$ cat src/design/gni_pkg.sv
// Shared types, constants and helpers of the grid neighbor index generator.
`default_nettype none
package gni_pkg;

	localparam int MAX_SIDE = 1024;
	localparam int SIDE_W   = $clog2(MAX_SIDE) + 1;
	localparam int COORD_W  = $clog2(MAX_SIDE);
	localparam int IDX_W    = 2 * COORD_W;
	localparam int Q_DEPTH  = 2;
	localparam int Q_PTR_W  = $clog2(Q_DEPTH);
	localparam int Q_CNT_W  = $clog2(Q_DEPTH + 1);

	// Neighbor directions
	localparam logic [1:0] DIR_UP    = 2'd0;
	localparam logic [1:0] DIR_DOWN  = 2'd1;
	localparam logic [1:0] DIR_RIGHT = 2'd2;
	localparam logic [1:0] DIR_LEFT  = 2'd3;

	// Configuration register indexes
	localparam logic [1:0] CFG_WIDTH    = 2'd0;
	localparam logic [1:0] CFG_HEIGHT   = 2'd1;
	localparam logic [1:0] CFG_TOPOLOGY = 2'd2;

	localparam logic [SIDE_W-1:0] MIN_SIDE_V = SIDE_W'(3);
	localparam logic [SIDE_W-1:0] MAX_SIDE_V = SIDE_W'(MAX_SIDE);

	typedef struct packed {
		logic [SIDE_W-1:0] width;
		logic [SIDE_W-1:0] height;
		logic              vwrap;
		logic              hwrap;
	} cfg_t;

	// One classified cell waiting for the back end
	typedef struct packed {
		logic                  oor;
		logic [1:0]            last_k;
		logic [3:0][1:0]       dirs;
		logic [COORD_W-1:0]    x;
		logic [IDX_W-1:0]      row;
		logic                  bot;
		logic                  top;
		logic                  lft;
		logic                  rgt;
	} q_entry_t;

	function automatic logic [SIDE_W-1:0] clamp_side(input logic [SIDE_W-1:0] v);
		logic [SIDE_W-1:0] r;
		if (v < MIN_SIDE_V) begin
			r = MIN_SIDE_V;
		end else if (v > MAX_SIDE_V) begin
			r = MAX_SIDE_V;
		end else begin
			r = v;
		end
		return r;
	endfunction

endpackage
`default_nettype wire

$ cat src/design/gni_cell_if.sv
// Input channel carrying one cell coordinate per item.
`default_nettype none
interface gni_cell_if import gni_pkg::*; ();
	logic               valid;
	logic               ready;
	logic [COORD_W-1:0] cell_x;
	logic [COORD_W-1:0] cell_y;

	modport source(output valid, cell_x, cell_y, input ready);
	modport sink(input valid, cell_x, cell_y, output ready);
endinterface
`default_nettype wire

$ cat src/design/gni_nbr_if.sv
// Output channel carrying one neighbor index per item.
`default_nettype none
interface gni_nbr_if import gni_pkg::*; ();
	logic             valid;
	logic             ready;
	logic [IDX_W-1:0] neighbor_index;
	logic [1:0]       direction;
	logic             last;
	logic             out_of_range;

	modport source(output valid, neighbor_index, direction, last, out_of_range, input ready);
	modport sink(input valid, neighbor_index, direction, last, out_of_range, output ready);
endinterface
`default_nettype wire

$ cat src/design/gni_front.sv
// Front end: accepts cells, classifies them and forms the row base.
`default_nettype none
module gni_front import gni_pkg::*; (
	input  wire logic   clk,
	input  wire logic   arst_n,
	input  wire cfg_t   cfg,
	gni_cell_if.sink    coord,
	output q_entry_t    entry,
	output logic        push,
	input  wire logic   q_ready
);

	logic               valid_s1;
	logic [COORD_W-1:0] x_s1;
	logic [COORD_W-1:0] y_s1;
	logic [IDX_W-1:0]   prod;
	logic               bot, top, lft, rgt, row_edge, col_edge;
	logic [1:0]         vdir, hdir;

	assign coord.ready = !valid_s1 || q_ready;
	assign push        = valid_s1;

	// Hold the accepted cell until the queue takes it
	always_ff @(posedge clk or negedge arst_n) begin
		if (!arst_n) begin
			valid_s1 <= 1'b0;
		end else if (coord.valid && coord.ready) begin
			valid_s1 <= 1'b1;
		end else if (q_ready) begin
			valid_s1 <= 1'b0;
		end
	end

	always_ff @(posedge clk) begin
		if (coord.valid && coord.ready) begin
			x_s1 <= coord.cell_x;
			y_s1 <= coord.cell_y;
		end
	end

	// Row base y * width
	assign prod = IDX_W'(y_s1) * IDX_W'(cfg.width);

	// Classify the cell and pick its direction order
	always_comb begin
		bot      = (y_s1 == '0);
		top      = ({1'b0, y_s1} == cfg.height - SIDE_W'(1));
		lft      = (x_s1 == '0);
		rgt      = ({1'b0, x_s1} == cfg.width - SIDE_W'(1));
		row_edge = bot || top;
		col_edge = lft || rgt;
		vdir     = bot ? DIR_DOWN : DIR_UP;
		hdir     = lft ? DIR_LEFT : DIR_RIGHT;

		entry        = '0;
		entry.x      = x_s1;
		entry.row    = prod;
		entry.bot    = bot;
		entry.top    = top;
		entry.lft    = lft;
		entry.rgt    = rgt;
		entry.oor    = ({1'b0, x_s1} >= cfg.width) || ({1'b0, y_s1} >= cfg.height);

		if (entry.oor) begin
			entry.last_k  = 2'd0;
			entry.dirs[0] = DIR_UP;
		end else if (row_edge && col_edge) begin
			entry.dirs[0] = lft ? DIR_RIGHT : DIR_LEFT;
			entry.dirs[1] = bot ? DIR_UP : DIR_DOWN;
			entry.dirs[2] = cfg.vwrap ? vdir : hdir;
			entry.dirs[3] = hdir;
			entry.last_k  = 2'd1 + {1'b0, cfg.vwrap} + {1'b0, cfg.hwrap};
		end else if ((row_edge && !cfg.vwrap) || (col_edge && !cfg.hwrap)) begin
			entry.last_k = 2'd2;
			if (bot) begin
				entry.dirs[0] = DIR_UP;
				entry.dirs[1] = DIR_LEFT;
				entry.dirs[2] = DIR_RIGHT;
			end else if (top) begin
				entry.dirs[0] = DIR_DOWN;
				entry.dirs[1] = DIR_LEFT;
				entry.dirs[2] = DIR_RIGHT;
			end else if (lft) begin
				entry.dirs[0] = DIR_UP;
				entry.dirs[1] = DIR_DOWN;
				entry.dirs[2] = DIR_RIGHT;
			end else begin
				entry.dirs[0] = DIR_DOWN;
				entry.dirs[1] = DIR_UP;
				entry.dirs[2] = DIR_LEFT;
			end
		end else begin
			entry.last_k  = 2'd3;
			entry.dirs[0] = DIR_UP;
			entry.dirs[1] = DIR_DOWN;
			entry.dirs[2] = DIR_RIGHT;
			entry.dirs[3] = DIR_LEFT;
		end
	end

endmodule
`default_nettype wire

$ cat src/design/gni_queue.sv
// Short queue of classified cells between front and back end.
`default_nettype none
module gni_queue import gni_pkg::*; (
	input  wire logic     clk,
	input  wire logic     arst_n,
	input  wire q_entry_t wr_entry,
	input  wire logic     push,
	output logic          q_ready,
	output q_entry_t      head,
	output logic          head_valid,
	input  wire logic     pop
);

	q_entry_t             mem_q [Q_DEPTH];
	logic [Q_PTR_W-1:0]   wr_ptr_q;
	logic [Q_PTR_W-1:0]   rd_ptr_q;
	logic [Q_CNT_W-1:0]   cnt_q;
	logic                 do_push, do_pop;

	assign q_ready    = (cnt_q != Q_CNT_W'(Q_DEPTH));
	assign head_valid = (cnt_q != '0);
	assign head       = mem_q[rd_ptr_q];
	assign do_push    = push && q_ready;
	assign do_pop     = pop && head_valid;

	// Advance pointers and count
	always_ff @(posedge clk or negedge arst_n) begin
		if (!arst_n) begin
			wr_ptr_q <= '0;
			rd_ptr_q <= '0;
			cnt_q    <= '0;
		end else begin
			if (do_push) begin
				wr_ptr_q <= (wr_ptr_q == Q_PTR_W'(Q_DEPTH - 1)) ? '0 : wr_ptr_q + Q_PTR_W'(1);
			end
			if (do_pop) begin
				rd_ptr_q <= (rd_ptr_q == Q_PTR_W'(Q_DEPTH - 1)) ? '0 : rd_ptr_q + Q_PTR_W'(1);
			end
			if (do_push && !do_pop) begin
				cnt_q <= cnt_q + Q_CNT_W'(1);
			end else if (do_pop && !do_push) begin
				cnt_q <= cnt_q - Q_CNT_W'(1);
			end
		end
	end

	// Store the entry
	always_ff @(posedge clk) begin
		if (do_push) begin
			mem_q[wr_ptr_q] <= wr_entry;
		end
	end

endmodule
`default_nettype wire

$ cat src/design/gni_back.sv
// Back end: walks a cell's directions and emits one neighbor index per cycle while the output is ready.
`default_nettype none
module gni_back import gni_pkg::*; (
	input  wire logic     clk,
	input  wire logic     arst_n,
	input  wire cfg_t     cfg,
	input  wire q_entry_t head,
	input  wire logic     head_valid,
	output logic          pop,
	gni_nbr_if.source     nbr
);

	logic [1:0]            k_q;
	logic                  valid_q;
	logic [IDX_W-1:0]      idx_q;
	logic [1:0]            dir_q;
	logic                  last_q;
	logic                  oor_q;
	logic [IDX_W-1:0]      wrap_base_q;
	logic [IDX_W-1:0]      wb_prod;
	logic [IDX_W-1:0]      w20, x20, base, idx;
	logic [1:0]            dir;
	logic                  last_now, load;

	assign nbr.valid          = valid_q;
	assign nbr.neighbor_index = idx_q;
	assign nbr.direction      = dir_q;
	assign nbr.last           = last_q;
	assign nbr.out_of_range   = oor_q;

	// Base of the top row for the vertical wrap
	assign wb_prod = IDX_W'(cfg.height - SIDE_W'(1)) * IDX_W'(cfg.width);

	always_ff @(posedge clk) begin
		wrap_base_q <= wb_prod;
	end

	assign dir      = head.dirs[k_q];
	assign last_now = head.oor || (k_q == head.last_k);
	assign load     = head_valid && (!valid_q || nbr.ready);
	assign pop      = load && last_now;

	// Form the neighbor index for the current direction
	always_comb begin
		w20  = IDX_W'(cfg.width);
		x20  = IDX_W'(head.x);
		base = head.row + x20;
		case (dir)
			DIR_UP:    idx = head.top ? x20 : base + w20;
			DIR_DOWN:  idx = head.bot ? x20 + wrap_base_q : base - w20;
			DIR_RIGHT: idx = head.rgt ? head.row : base + IDX_W'(1);
			default:   idx = head.lft ? head.row + w20 - IDX_W'(1) : base - IDX_W'(1);
		endcase
		if (head.oor) begin
			idx = '0;
		end
	end

	// Advance through the cell's directions
	always_ff @(posedge clk or negedge arst_n) begin
		if (!arst_n) begin
			valid_q <= 1'b0;
			k_q     <= '0;
		end else begin
			if (load) begin
				valid_q <= 1'b1;
				k_q     <= last_now ? 2'd0 : k_q + 2'd1;
			end else if (nbr.ready) begin
				valid_q <= 1'b0;
			end
		end
	end

	always_ff @(posedge clk) begin
		if (load) begin
			idx_q  <= idx;
			dir_q  <= dir;
			last_q <= last_now;
			oor_q  <= head.oor;
		end
	end

endmodule
`default_nettype wire

$ cat src/design/grid_neighbor_index_generator.sv
// Top level: configuration registers, front end, queue and back end.
// Path: the cell is registered in the front end, stored in the queue, and its first neighbor
// is registered at the back end output. The back end emits one neighbor per cycle while the
// output is ready; a cell gives 2 to 4 neighbors (one item for a coordinate outside the grid).
// A cell can be accepted every cycle while the two-entry queue has room.
// Reset: width and height 3, no wrap, queue and output empty.
`default_nettype none
module grid_neighbor_index_generator import gni_pkg::*; (
	input  wire logic              clk,
	input  wire logic              arst_n,
	input  wire logic              cfg_we,
	input  wire logic [1:0]        cfg_index,
	input  wire logic [SIDE_W-1:0] cfg_data,
	gni_cell_if.sink               coord,
	gni_nbr_if.source              nbr
);

	logic [SIDE_W-1:0] width_q;
	logic [SIDE_W-1:0] height_q;
	logic [1:0]        topo_q;
	cfg_t              cfg;
	q_entry_t          entry, head;
	logic              push, q_ready, head_valid, pop;

	// Write configuration registers, clamping the grid sides
	always_ff @(posedge clk or negedge arst_n) begin
		if (!arst_n) begin
			width_q  <= MIN_SIDE_V;
			height_q <= MIN_SIDE_V;
			topo_q   <= '0;
		end else if (cfg_we) begin
			unique case (cfg_index)
				CFG_WIDTH:    width_q  <= clamp_side(cfg_data);
				CFG_HEIGHT:   height_q <= clamp_side(cfg_data);
				CFG_TOPOLOGY: topo_q   <= cfg_data[1:0];
				default:      ;
			endcase
		end
	end

	always_comb begin
		cfg.width  = width_q;
		cfg.height = height_q;
		cfg.vwrap  = topo_q[0];
		cfg.hwrap  = topo_q[1];
	end

	gni_front u_front (
		.clk     (clk),
		.arst_n  (arst_n),
		.cfg     (cfg),
		.coord   (coord),
		.entry   (entry),
		.push    (push),
		.q_ready (q_ready)
	);

	gni_queue u_queue (
		.clk        (clk),
		.arst_n     (arst_n),
		.wr_entry   (entry),
		.push       (push),
		.q_ready    (q_ready),
		.head       (head),
		.head_valid (head_valid),
		.pop        (pop)
	);

	gni_back u_back (
		.clk        (clk),
		.arst_n     (arst_n),
		.cfg        (cfg),
		.head       (head),
		.head_valid (head_valid),
		.pop        (pop),
		.nbr        (nbr)
	);

endmodule
`default_nettype wire
$ cat src/flat_wrapper.sv
// flat-port wrapper written by rule: the top's interface ports become plain ports
module grid_neighbor_index_generator_flat import gni_pkg::*;
  (clk, arst_n, cfg_we, cfg_index, cfg_data, coord_valid, coord_cell_x, coord_cell_y, coord_ready, nbr_valid, nbr_neighbor_index, nbr_direction, nbr_last, nbr_out_of_range, nbr_ready);
  gni_cell_if coord_i ();
  gni_nbr_if nbr_i ();
  input  wire logic clk;
  input  wire logic arst_n;
  input  wire logic cfg_we;
  input  wire logic [1:0] cfg_index;
  input  wire logic [SIDE_W-1:0] cfg_data;
  input wire logic [$bits(coord_i.valid)-1:0] coord_valid;
  input wire logic [$bits(coord_i.cell_x)-1:0] coord_cell_x;
  input wire logic [$bits(coord_i.cell_y)-1:0] coord_cell_y;
  output wire logic [$bits(coord_i.ready)-1:0] coord_ready;
  output wire logic [$bits(nbr_i.valid)-1:0] nbr_valid;
  output wire logic [$bits(nbr_i.neighbor_index)-1:0] nbr_neighbor_index;
  output wire logic [$bits(nbr_i.direction)-1:0] nbr_direction;
  output wire logic [$bits(nbr_i.last)-1:0] nbr_last;
  output wire logic [$bits(nbr_i.out_of_range)-1:0] nbr_out_of_range;
  input wire logic [$bits(nbr_i.ready)-1:0] nbr_ready;
  assign coord_i.valid = coord_valid;
  assign coord_i.cell_x = coord_cell_x;
  assign coord_i.cell_y = coord_cell_y;
  assign coord_ready = coord_i.ready;
  assign nbr_valid = nbr_i.valid;
  assign nbr_neighbor_index = nbr_i.neighbor_index;
  assign nbr_direction = nbr_i.direction;
  assign nbr_last = nbr_i.last;
  assign nbr_out_of_range = nbr_i.out_of_range;
  assign nbr_i.ready = nbr_ready;
  grid_neighbor_index_generator u_core (.clk(clk), .arst_n(arst_n), .cfg_we(cfg_we), .cfg_index(cfg_index), .cfg_data(cfg_data), .coord(coord_i), .nbr(nbr_i));
endmodule
$ cat config.mk
export PLATFORM = sky130hd
export DESIGN_NAME = grid_neighbor_index_generator_flat
export DESIGN_NICKNAME = d
export VERILOG_FILES = /design/src/design/gni_pkg.sv /design/src/design/gni_cell_if.sv /design/src/design/gni_nbr_if.sv /design/src/design/gni_front.sv /design/src/design/gni_queue.sv /design/src/design/gni_back.sv /design/src/design/grid_neighbor_index_generator.sv /design/src/flat_wrapper.sv
export SDC_FILE = /design/constraint.sdc
export NUM_CORES = 1
export LEC_CHECK = 0
export BUFFER_PORTS_ARGS = -buffer_cell sky130_fd_sc_hd__buf_2
export CAP_MARGIN = 20
export CELL_PAD_IN_SITES_DETAIL_PLACEMENT = 1
export CELL_PAD_IN_SITES_GLOBAL_PLACEMENT = 1
export CORE_ASPECT_RATIO = 1.75
export CORE_MARGIN = 1
export CORE_UTILIZATION = 51
export DETAILED_ROUTE_END_ITERATION = 12
export HOLD_SLACK_MARGIN = 0.03
export PLACE_DENSITY = 0.91
export SKIP_LAST_GASP = 1
export SLEW_MARGIN = 20
export SYNTH_ARGS = -nofsm -noshare
export SYNTH_HDL_FRONTEND = slang
export SYNTH_HIERARCHICAL = 1
export SYNTH_SLANG_ARGS = --single-unit
$ cat constraint.sdc
create_clock -name clk -period 6.43 [get_ports clk]
set_input_delay 0 -clock clk [delete_from_list [all_inputs] [get_ports clk]]
set_output_delay 0 -clock clk [all_outputs]
set_load 0.01 [all_outputs]
# --- Yosys cells after proc, flatten, opt, wreduce, memory -nomap -nowiden ---
# Memories as Yosys holds them, arrays and structs flattened.
# Index checks and enable logic that the tools add are counted.
totals:
  register_bits: 96
  ram_bits: 90
  in_bits: 38
  out_inout_bits: 26
  word_cells: 119
  mem_count: 1
op_classes:
  n_addsub: 18
  multipliers: 2
  order_cmp: 5
  eq_ne: 8
  n_mux: 35
  reduce_logical: 34
mem_list:
  columns: ["memory", "depth", "width", "rd", "rd_ports_with_merged_regs", "wr", "line_no", "text"]
  rows:
  - ["u_core.u_queue.mem_q", 2, 45, 1, 0, 1, "gni_queue.sv:14", "q_entry_t mem_q [Q_DEPTH];"]
ops:
  columns: ["operator", "count"]
  rows:
  - ["$mux 20", 4]
  - ["$pmux 20 s3", 1]
  - ["$add 20x11->20", 2]
  - ["$sub 20x1->20 const B", 2]
  - ["$eq 10x11->1", 2]
  - ["$ge 10x11->1", 2]
  - ["$mux 11", 2]
  - ["$sub 11x1->11 const B", 2]
  - ["$add 10x20->20", 1]
  - ["$add 20x1->20 const B", 1]
  - ["$add 20x10->20", 1]
  - ["$logic_not 10->1", 2]
  - ["$mul 10x11->20", 1]
  - ["$mul 20x11->20", 1]
  - ["$mux 5", 4]
  - ["$sub 20x11->20", 1]
  - ["$mux 2", 8]
  - ["$mux 1", 13]
  - ["$sub 11x1->12 const B", 1]
  - ["$gt 11x11->1 const B", 1]
  - ["$lt 11x2->1 const B", 1]
  - ["$logic_and 1x1->1", 10]
  - ["$mux 10", 1]
  - ["$reduce_bool 2->1", 4]
  - ["other kinds (16)", 34]

# --- Longest topological paths before layout ---
# Gate-level depths: netlist of run 1.
logic_depth:
  ltp_word: 8
  mapped_depth: 27
  ltp_nobuf: 26

# --- Cells and area by module ---
# Netlist of run 1, hierarchy kept.
modules_own_cells:
  columns: ["mod", "n_inst", "cells_each", "area_per_inst_um2", "seq_area_each_um2"]
  rows:
  - ["gni_back", 1, 1530, 11812.6, 1196.1]
  - ["gni_front", 1, 665, 5688.0, 625.6]
  - ["gni_queue", 1, 158, 3641.0, 2802.7]
  - ["grid_neighbor_index_generator", 1, 88, 972.2, 605.6]

# --- Least setup slack after synthesis of run 1 ---
# No wires, ideal clock.
synth_path:
  path_kind: "reg2reg"
  from: "register u_core.height_q[0]"
  to: "register u_core.u_back.wrap_base_q[18]"
  setup_time_ps: 150
  arrival_time_ps: 5592
  required_time_ps: 6280
  setup_slack_ps: 688
  path_stages_with_launch: 24
  path_buffers: 1
  period_less_slack_ps: 5742
  path_cell_list: "dfstp_2 > inv_1 > ha_1 > nand2b_1 > nor2_1 > xor2_1 > clkbuf_1 > nand2_1 > fa_1 > inv_1 > fa_1 > ha_1 > fa_1 > inv_1 > fa_1 > inv_1 > ha_1 > a21boi_0 > o21ai_0 > a21boi_0 > o21ai_0 > a21oi_1 > o41ai_1 > o311ai_0"
synth_via:
  elab_chain_cells: 2
synth_lines:
  columns: ["element", "line_no", "text"]
  rows:
  - ["from (decl)", "grid_neighbor_index_generator.sv:19", "logic [SIDE_W-1:0] height_q;"]
  - ["from (signal assigned)", "grid_neighbor_index_generator.sv:34", "CFG_HEIGHT: height_q <= clamp_side(cfg_data);"]
  - ["$sub 11x1->12", "gni_back.sv:32", "assign wb_prod = IDX_W'(cfg.height - SIDE_W'(1)) * IDX_W'(cfg.width);"]
  - ["$mul 20x11->20", "gni_back.sv:32", null]
  - ["named net u_core.u_back.wb_prod[18]", "gni_back.sv:20", "logic [IDX_W-1:0] wb_prod;"]
  - ["to (signal assigned)", "gni_back.sv:35", "wrap_base_q <= wb_prod;"]
  - ["to (decl)", "gni_back.sv:19", "logic [IDX_W-1:0] wrap_base_q;"]
# The timed path passes the listed nets, and every way through them passes these cells.
# A chain may end at the register's enable or synchronous reset.

# --- Worst setup path in the final report of run 1 ---
layout_path:
  from: "register u_core.height_q[6]"
  to: "register u_core.u_back.wrap_base_q[19]"
# The elaborated chain is that of the path after synthesis.

==> impl_metrics.toml, run 1 <==
[outcome]
status = "complete, no violations"

[clock_network]
cts_max_level = 4
clock_sinks = 186
cts-root-buf = "clkbuf_16"
cts_tree = "yes"
numCtsBuffers = 17
clk_latency_ns = 0.48
clockBufferDepth = 2
clkTransAtPathRegs_ns = 0.08

[setup_path]
cp-end-kind = "flop"
cp_num_cells = 18
cp.required_ns = 6.79
critPathBufInv = 3
startpoint_type = "flop"
critical_path.top_delay_family = "adder cells"
critPathKind = "reg -> reg"
r2r_start = "u_core/height_q[6]"
critPathMaxStageDelay_ns = 0.61
r2r-end = "u_core/u_back/wrap_base_q[19]"
worst-r2r-cell-count = 18
cp.arrival_ns = 6.73
rrSetupSlack_ns = 0.05
crit_path_top_delay_cell = "or4_1"
worst-path-max-fanout = 11
path_cells = "or4_1, o21ai_0, nand2_1, fa_1, inv_1, fa_1, fa_1, fa_1, inv_1, fa_1, inv_1, ha_1, or2_2, a21oi_1, a31oi_1, a31o_2, a31oi_1, xnor2_1"
cpMostUsedCell = "fa_1"

[place]
hpwl_microns = 62200
gp_congestion = 1.00
dpl-instance-area_sq_mm = 0.0231
io_buffers = 63

[layout]
multi_input_area_sq_mm = 0.0151
fillers = 4871
regArea_sq_mm = 0.00524
layout-drive-gt1-share_pct = 10.6
syn2layout_area_growth_pct = 9.57
fin_nets = 2946
post-route-cell-area_sq_mm = 0.0242

[timing]
skew_ns = 0.00931
fmaxAchievable_mhz = 157
fin_crit_ns = 6.38
setup_viol = 0
rsz0062_at_grt = "true"
hold_violations = 0
slew_viol_final = 0
slew_headroom_pct = 28.8
worst_pin_slew_ns = 1.06
period_share_pct = 99.2

[drt]
dr.first_iter.drc_count = 1905
finalWirelength_microns = 88000
vias_per_cell = 6.53
antenna_left = 0
avgRoutedWirePerCell_microns = 28.4
dr.pass1.iters = 6
via_count = 20300
post-route-drc-count = 0

[min_path]
hold_end = "u_core/width_q[9]"
hold_start = "cfg_we"
hold-path-cell-count = 3
min_path_type = "in -> reg"

[die]
die_y_microns = 277
start_util_pct = 51.8
ios = 64
die_area_sq_mm = 0.0442
die_w_microns = 159
rows = 100
coreArea_sq_mm = 0.0427

[synthesis]
synthCells = 2441
yosys.area.top_type_share_pct = 18.2
ys_seq_area_share_pct = 23.7
yosysWarnings = 6
yosysUniqueCellTypes = 97
ys.flop_type = "edfxtp_1"
synth_commonest_cells = "inv_1, nand2_1, ha_1"
async_flop_share_pct = 17.2
post-synth-top-area-cell = "edfxtp_1"
syn-cell-area_sq_mm = 0.0221
synth.area.top_cells = "edfxtp_1, fa_1, ha_1"
synth_nets = 2861
ys_seq_elements = 186
yosysMostFrequentCell = "inv_1"
avgSynthCellArea_sq_um = 9.06
synth_edf_count = 134

[global_routing]
grt-ovfl-total = 0
grt_pass1_wl_microns = 132000
grt_max_degree = 46
grtUsageTotal_pct = 39.9
grt_pass1_vias = 22500
antenna_found_initial = 3

[job]
cap_violations = 0
==> kinds of logic after synthesis <==
group,share of synthesized area [%]
xor+xnor,7.01
fa+ha+maj,27.7
buf+inv,8.23
compound gates,12.4
mux,4.02
simple gates,17.0
flops,23.7
==> tightest hold or removal path, stage by stage <==
cell	delay, ns
buf_2	0.11
or3b_4	0.37
o21ai_0	0.12
==> per-layer routing <==
metal	track usage (%)	vias up	share of wire, %
met5	0	-	0.015
met4	39.8	2	11
met3	10.4	642	7.6
met2	69.3	1259	49
met1	37.3	9997	31
li1	-	8362	-
==> final cells by class <==
cell class	instances	share of cell area (%)
Tap cell	561	2.90
Inverter	355	5.50
Antenna cell	1	0.0103
Clock buffer	19	1.92
Sequential cell	186	21.6
Clock inverter	13	0.583
Timing Repair Buffer	166	5.14
Multi-Input combinational cell	1800	62.3
==> worst max path at each step <==
| stage | from | endpoint |
|---|---|---|
| floorplan | u_core/height_q[0] | u_core/u_back/wrap_base_q[18] |
| global placement | u_core/height_q[1] | u_core/u_back/wrap_base_q[18] |
| detailed placement | u_core/height_q[3] | u_core/u_back/wrap_base_q[19] |
| CTS | u_core/height_q[3] | u_core/u_back/wrap_base_q[19] |
| global route | u_core/height_q[6] | u_core/u_back/wrap_base_q[19] |
| finish | u_core/height_q[6] | u_core/u_back/wrap_base_q[19] |
==> flip-flops by register name (all words and copies together), names as in the netlist, 2 cells and up <==
name / count
u_core/u_back/wrap_base_q: 20
u_core/u_queue/mem_q: 90
u_core/u_back/nbr.neighbor_index: 20
u_core/u_front/y_s1: 10
u_core/u_front/x_s1: 10
u_core/height_q: 11
u_core/topo_q: 2
u_core/u_queue/cnt_q: 2
u_core/u_back/nbr.direction: 2
u_core/u_back/k_q: 2
u_core/width_q: 11
==> placed cells by master, fill, tap and decap left out, types with 14 or more instances in the layout <==
master         Yosys  layout
a211oi_1          35      35
buf_4              6      58
nor2b_1           25      24
edfxtp_1         134     134
and3_1            19      18
nor3_1            47      45
xor2_1            42      42
nor2_1           162     161
nand4_1           20      20
dfrtp_1           28      21
o21a_1            16      16
a21o_1            20      20
buf_2              7      63
nor4_1            14      14
ha_1             204     203
fa_1             178     178
and2_1            74      73
clkbuf_16          0      19
inv_1            353     352
mux2_2            15      15
o21ai_0           96      94
a31oi_1           27      27
mux2_4            39      39
nand2b_1          38      38
dlygate4sd3_1      0      41
nand3_1           44      44
o211ai_1          20      20
xnor2_1          135     135
nand2_1          264     264
dfxtp_1           20      20
a21oi_1           87      87
==> per-stage QoR <==
step | setup TNS [ns] | util [%] | std cells | hold slack, ns | worst slack [ns]
2_1_floorplan | 0 | - | 2441 | -0.296 | 0.688
3_3_place_gp | 0 | 54.1 | 3020 | 0.126 | 0.586
3_5_place_dp | 0 | 54.2 | 3021 | 0.153 | 0.0975
4_1_cts | 0 | 56.6 | 3094 | 0.151 | 0.0888
5_1_grt | -0.215 | 56.8 | 3101 | 0.173 | -0.110
6_report | 0 | 56.8 | 3101 | 0.166 | 0.0517
==> timing repair <==
| item | 4_1_cts | 5_1_grt |
|---|---|---|
| resized for setup | 1 | 13 |
| buffers inserted | 0 | 4 |
| hold buffers | 41 | 0 |
| gates cloned | 0 | 0 |
| setup endpoints to repair | 1 | 15 |
| endpoints found under the hold margin | 74 | 0 |
| pin swaps | 0 | 2 |
Power of run 1 is not shown: default switching activity piles up to over one toggle a cycle in this logic, so the estimate is an artifact.
==> run 2, diff against run 1 <==
Settings changed: CELL_PAD_IN_SITES_DETAIL_PLACEMENT 1 to default, CELL_PAD_IN_SITES_GLOBAL_PLACEMENT 1 to default, CORE_UTILIZATION 51 to 60, PLACE_DENSITY 0.91 to 0.85.
Clock period 6.43 ns to 8.2 ns, I/O delays scaled along.
==> run 2 against run 1 <==
Compared with the run above:
- final area fell by 2.2%
- critical endpoint is now u_core/u_back/wrap_base_q[18]
- cell count fell by 4.3%
- global-route usage is 7.3 points lower
- non-clock buffer count decreased by 41
- sequential cell count did not move
==> impl_metrics.toml, run 2 (synthesis results as in run 1) <==
[drt]
finalWirelength_microns = 59700
post-route-drc-count = 0
dr.pass1.iters = 6
dr.first_iter.drc_count = 1326
antenna_left = 0
avgRoutedWirePerCell_microns = 20.1
vias_per_cell = 6.09
via_count = 18100

[die]
die_w_microns = 147
die_area_sq_mm = 0.0377
die_y_microns = 256
coreArea_sq_mm = 0.0361
start_util_pct = 61.2
rows = 92
ios = 64

[clock_network]
clkTransAtPathRegs_ns = 0.08
cts_tree = "yes"
cts-root-buf = "clkbuf_16"
clk_latency_ns = 0.46
cts_setup_buffers = 0
clock_sinks = 186
cts_max_level = 4
numCtsBuffers = 17
clockBufferDepth = 2

[timing]
fmaxAchievable_mhz = 144
slew_headroom_pct = 30.9
skew_ns = 0.0147
fin_crit_ns = 6.96
period_share_pct = 84.9
hold_violations = 0
rsz0062_at_grt = "false"
worst_pin_slew_ns = 1.01
slew_viol_final = 0
setup_viol = 0
finalSetupTns_ns = 0

[setup_path]
path_cells = "inv_1, ha_1, xor2_1, nand2_1, fa_1, inv_1, ha_1, fa_1, inv_1, fa_1, fa_1, inv_1, ha_1, o21ai_0, a21boi_0, o21ai_0, a21boi_0, o21ai_0, a21oi_1, o41ai_1, nand3_1, o311ai_0"
startpoint_type = "flop"
critPathMaxStageDelay_ns = 0.79
crit_path_top_delay_cell = "dfstp_2"
worst-path-max-fanout = 19
cp.required_ns = 8.54
cp-end-kind = "flop"
cp.arrival_ns = 7.31
critPathKind = "reg -> reg"

[outcome]
status = "complete, no violations"

[layout]
num_antenna_cells = 0
largest_register_ffs = 90
fin_nets = 2905
stdcell_count = 2968
largest-register = "u_core/u_queue/mem_q"
layout_common_cells = "inv_1, nand2_1, ha_1, fa_1, nor2_1"
final_common_cell = "inv_1"
syn2layout_area_growth_pct = 7.15
layout-drive-gt1-share_pct = 8.49
finish.utilization_pct = 65.6

[place]
dp_cells = 2895
hpwl_microns = 46300
gp_congestion = 0.973
io_buffers = 63

[global_routing]
grt-ovfl-total = 0
grt_max_degree = 55
grtUsageTotal_pct = 32.7
grt_pass1_vias = 18800
grt_pass1_wl_microns = 95300
antenna_found_initial = 0

[min_path]
min_path_type = "in -> reg"

[job]
cap_violations = 0
## run 2: cell types whose count changed in the layout (fill, tap and decap cells not counted), sizes merged
cell    before  now
buf        124   84
clkinv       4    5
bufinv       0    2
clkbuf      20   18
diode        1    0
inv        364  362
## run 2: worst max-delay path, delay by kind of cell (launching register included)
| kind | cells | cell delay, ns |
|---|---|---|
| simple gates | 2 | 0.33 |
| flops | 1 | 0.79 |
| buf+inv | 4 | 0.26 |
| compound gates | 8 | 1.78 |
| xor+xnor | 1 | 0.76 |
| fa+ha+maj | 7 | 2.91 |
## run 2: repair_timing
| item | in CTS | in global routing |
|---|---|---|
| hold buffers | 41 | 0 |
| gates resized for setup | 0 | 0 |
| endpoints found under the setup margin | 0 | 0 |
| hold endpoints to repair | 74 | 0 |
## run 2: metrics by stage
step / instance area (sq um) / setup WS (ns) / hold WS (ns)
final: 23700 / 1.24 / 0.167
after global routing: 23700 / 0.666 / 0.181
after CTS: 23700 / 1.44 / 0.148
after detailed placement: 22700 / 1.46 / 0.142
after global placement: 22700 / 1.76 / 0.119
after floorplan: 22100 / 2.46 / -0.296
## run 2: metal layers
| metal | wire [microns] | vias to the layer above | track usage [%] |
|---|---|---|---|
| met1 | 20800 | 8769 | 33.5 |
| li1 | - | 8293 | - |
| met3 | 2910 | 258 | 4.15 |
| met4 | 4830 | 0 | 24.5 |
| met2 | 31200 | 754 | 59.7 |
| met5 | 0 | - | 0 |
## run 2: worst paths after layout
check                                         from                            end  slack (ns)  depth (start not counted)
setup / recovery                u_core/height_q[0]  u_core/u_back/wrap_base_q[18]        1.24                         22
hold / removal                              cfg_we              u_core/width_q[9]        0.17                          3
setup reg to reg                u_core/height_q[0]  u_core/u_back/wrap_base_q[18]        1.24                         22
hold reg to reg            u_core/u_queue/cnt_q[1]        u_core/u_queue/cnt_q[1]        0.50                          1
max in group asynchronous                   arst_n        u_core/u_queue/rd_ptr_q        7.40                          2
min in group asynchronous                   arst_n           u_core/u_back/k_q[0]        0.21                          2
## run 2: layout make-up
type | instances | area (sq um)
clock inverter | 14 | 156
sequential | 186 | 5230
multi-input combinational | 1800 | 15100
clock buffer | 18 | 429
inverter | 355 | 1330
timing repair buffer | 125 | 883
fill | 2837 | 12500
tap | 470 | 588
Power of run 2 is left out for the same reason.
==> run 3, diff against run 2 <==
Settings changed: CORE_UTILIZATION 60 to 59, PLACE_DENSITY 0.85 to 0.87.
Clock period 8.2 ns to 5.8 ns, I/O delays scaled along.
==> run 3 against run 2 <==
Compared with the run above:
- the flow now finishes with violations (negative setup slack)
- register-to-register slack worse by 1.3 ns
- non-clock buffer count up 114
- wire length rose by 7.2%
- worst setup slack worse by 1.3 ns
- first-iteration DRC count grew 13%
- via count up 4.9%
- cell count is 4.0% higher
- sequential share of layout area down 0.86 points
- critical path depth down 2
- sequential cell count did not move
==> impl_metrics.toml, run 3 (synthesis results as in run 1) <==
[outcome]
status = "finished, violations left"
violations = "negative setup slack"

[setup_path]
cp.arrival_ns = 6.26
startpoint_type = "flop"
cpMostUsedCell = "fa_1"
critical_path.top_delay_family = "adder cells"
cp-end-kind = "flop"
cp.required_ns = 6.18
crit_path_top_delay_cell = "fa_1"
critPathBufInv = 5
critPathKind = "reg -> reg"
crit_start = "u_core/height_q[6]"
r2r_start = "u_core/height_q[6]"
worst-path-max-fanout = 10
path_cells = "buf_4, nor4_1, nand2_1, xnor2_1, buf_4, nand2_1, fa_1, inv_1, fa_1, fa_1, fa_1, inv_1, fa_1, inv_1, ha_1, nor3_1, a31oi_2, a31o_2, a31oi_4, xnor2_1"
critPathMaxStageDelay_ns = 0.56

[min_path]
min_path_type = "in -> reg"
hold_start = "cfg_index[1]"

[place]
dpl_worst_slack_ns = -0.102
hpwl_microns = 49500
gp_congestion = 0.978
io_buffers = 63

[global_routing]
antenna_found_initial = 0
grt_max_degree = 46
grt_pass1_vias = 19700
grtUsageTotal_pct = 34.3
grt_pass1_wl_microns = 101000
grt-ovfl-total = 0

[layout]
largest_register_ffs = 90
final_common_cell = "inv_1"
syn2layout_area_growth_pct = 11.6
fillers = 2726
layout-drive-gt1-share_pct = 13.4
num_antenna_cells = 0
layout_common_cells = "inv_1, nand2_1, ha_1, fa_1, nor2_1"
largest-register = "u_core/u_queue/mem_q"
fin_nets = 3019
finish.utilization_pct = 66.9

[die]
die_y_microns = 258
die_area_sq_mm = 0.0383
coreArea_sq_mm = 0.0369
rows = 93
ios = 64
die_w_microns = 148
start_util_pct = 60.0

[timing]
slew_viol_final = 0
layout_setup_ws_ns = -0.0778
fmaxAchievable_mhz = 170
fin_crit_ns = 5.88
skew_ns = 0.0117
period_share_pct = 101
slew_headroom_pct = 25.4
hold_violations = 0
worst_pin_slew_ns = 1.09
setup_viol = 2
rsz0062_at_grt = "true"

[job]
cap_violations = 0

[drt]
dr.first_iter.drc_count = 1494
finalWirelength_microns = 64000
avgRoutedWirePerCell_microns = 20.7
antenna_left = 0
post-route-drc-count = 0
vias_per_cell = 6.14
dr.pass1.iters = 6
via_count = 19000

[clock_network]
cts_max_level = 4
numCtsBuffers = 17
clockBufferDepth = 2
clk_latency_ns = 0.46
cts-root-buf = "clkbuf_16"
clock_sinks = 186
clkTransAtPathRegs_ns = 0.08
cts_tree = "yes"
## run 3: final cells by class
cell class,instances,area [sq um],share of cell area (%)
clock buffers,19,433,1.75
repair buffers,239,1780,7.22
flip-flops and latches,186,5230,21.2
multi-input cells,1800,15200,61.5
inverters,355,1330,5.40
well taps,475,594,2.41
clock inverters,13,125,0.507
## run 3: worst paths after layout
kind	to	slack, ns	depth (start not counted)
setup reg to reg	u_core/u_back/wrap_base_q[19]	-0.08	20
min in group asynchronous	u_core/u_queue/cnt_q[0]	0.15	2
hold / removal	u_core/width_q[7]	0.05	3
max in group asynchronous	u_core/width_q[5]	5.04	2
setup / recovery	u_core/u_back/wrap_base_q[19]	-0.08	20
hold reg to reg	u_core/u_back/nbr.valid	0.51	2
## run 3: worst min-delay path: cells and delay by family
family	cells	cell delay [ns]
and+or+nand+nor	1	0.25
buffers and inverters	1	0.10
AOI/OAI and AO/OA	1	0.11
## run 3: per-stage QoR
stage                     hold slack (ns)  area [sq um]  std cells  TNS [ns]
after floorplan                    -0.296         22100       2441         0
after global placement              0.121         23500       3002         0
after detailed placement            0.133         23500       3002    -0.193
after CTS                          0.0358         24500       3077         0
after global routing               0.0917         24700       3087    -0.600
final                              0.0506         24700       3087   -0.0986
## run 3: what timing repair did
item,4_1_cts,5_1_grt
gates resized for setup,4,25
setup buffers,5,10
endpoints found under the hold margin,74,0
hold buffers,38,0
pin swaps,1,10
gates cloned,0,0
setup endpoints to repair,2,9
## run 3: metal layers
metal  global-route usage, %  vias to the layer above  wire [microns]
met2                    62.3                      948           33200
met5                       0                        -               0
li1                        -                     8527               -
met1                    34.2                     9148           21300
met4                    28.8                        0            5920
met3                    4.72                      342            3630
Power of run 3 is left out for the same reason.
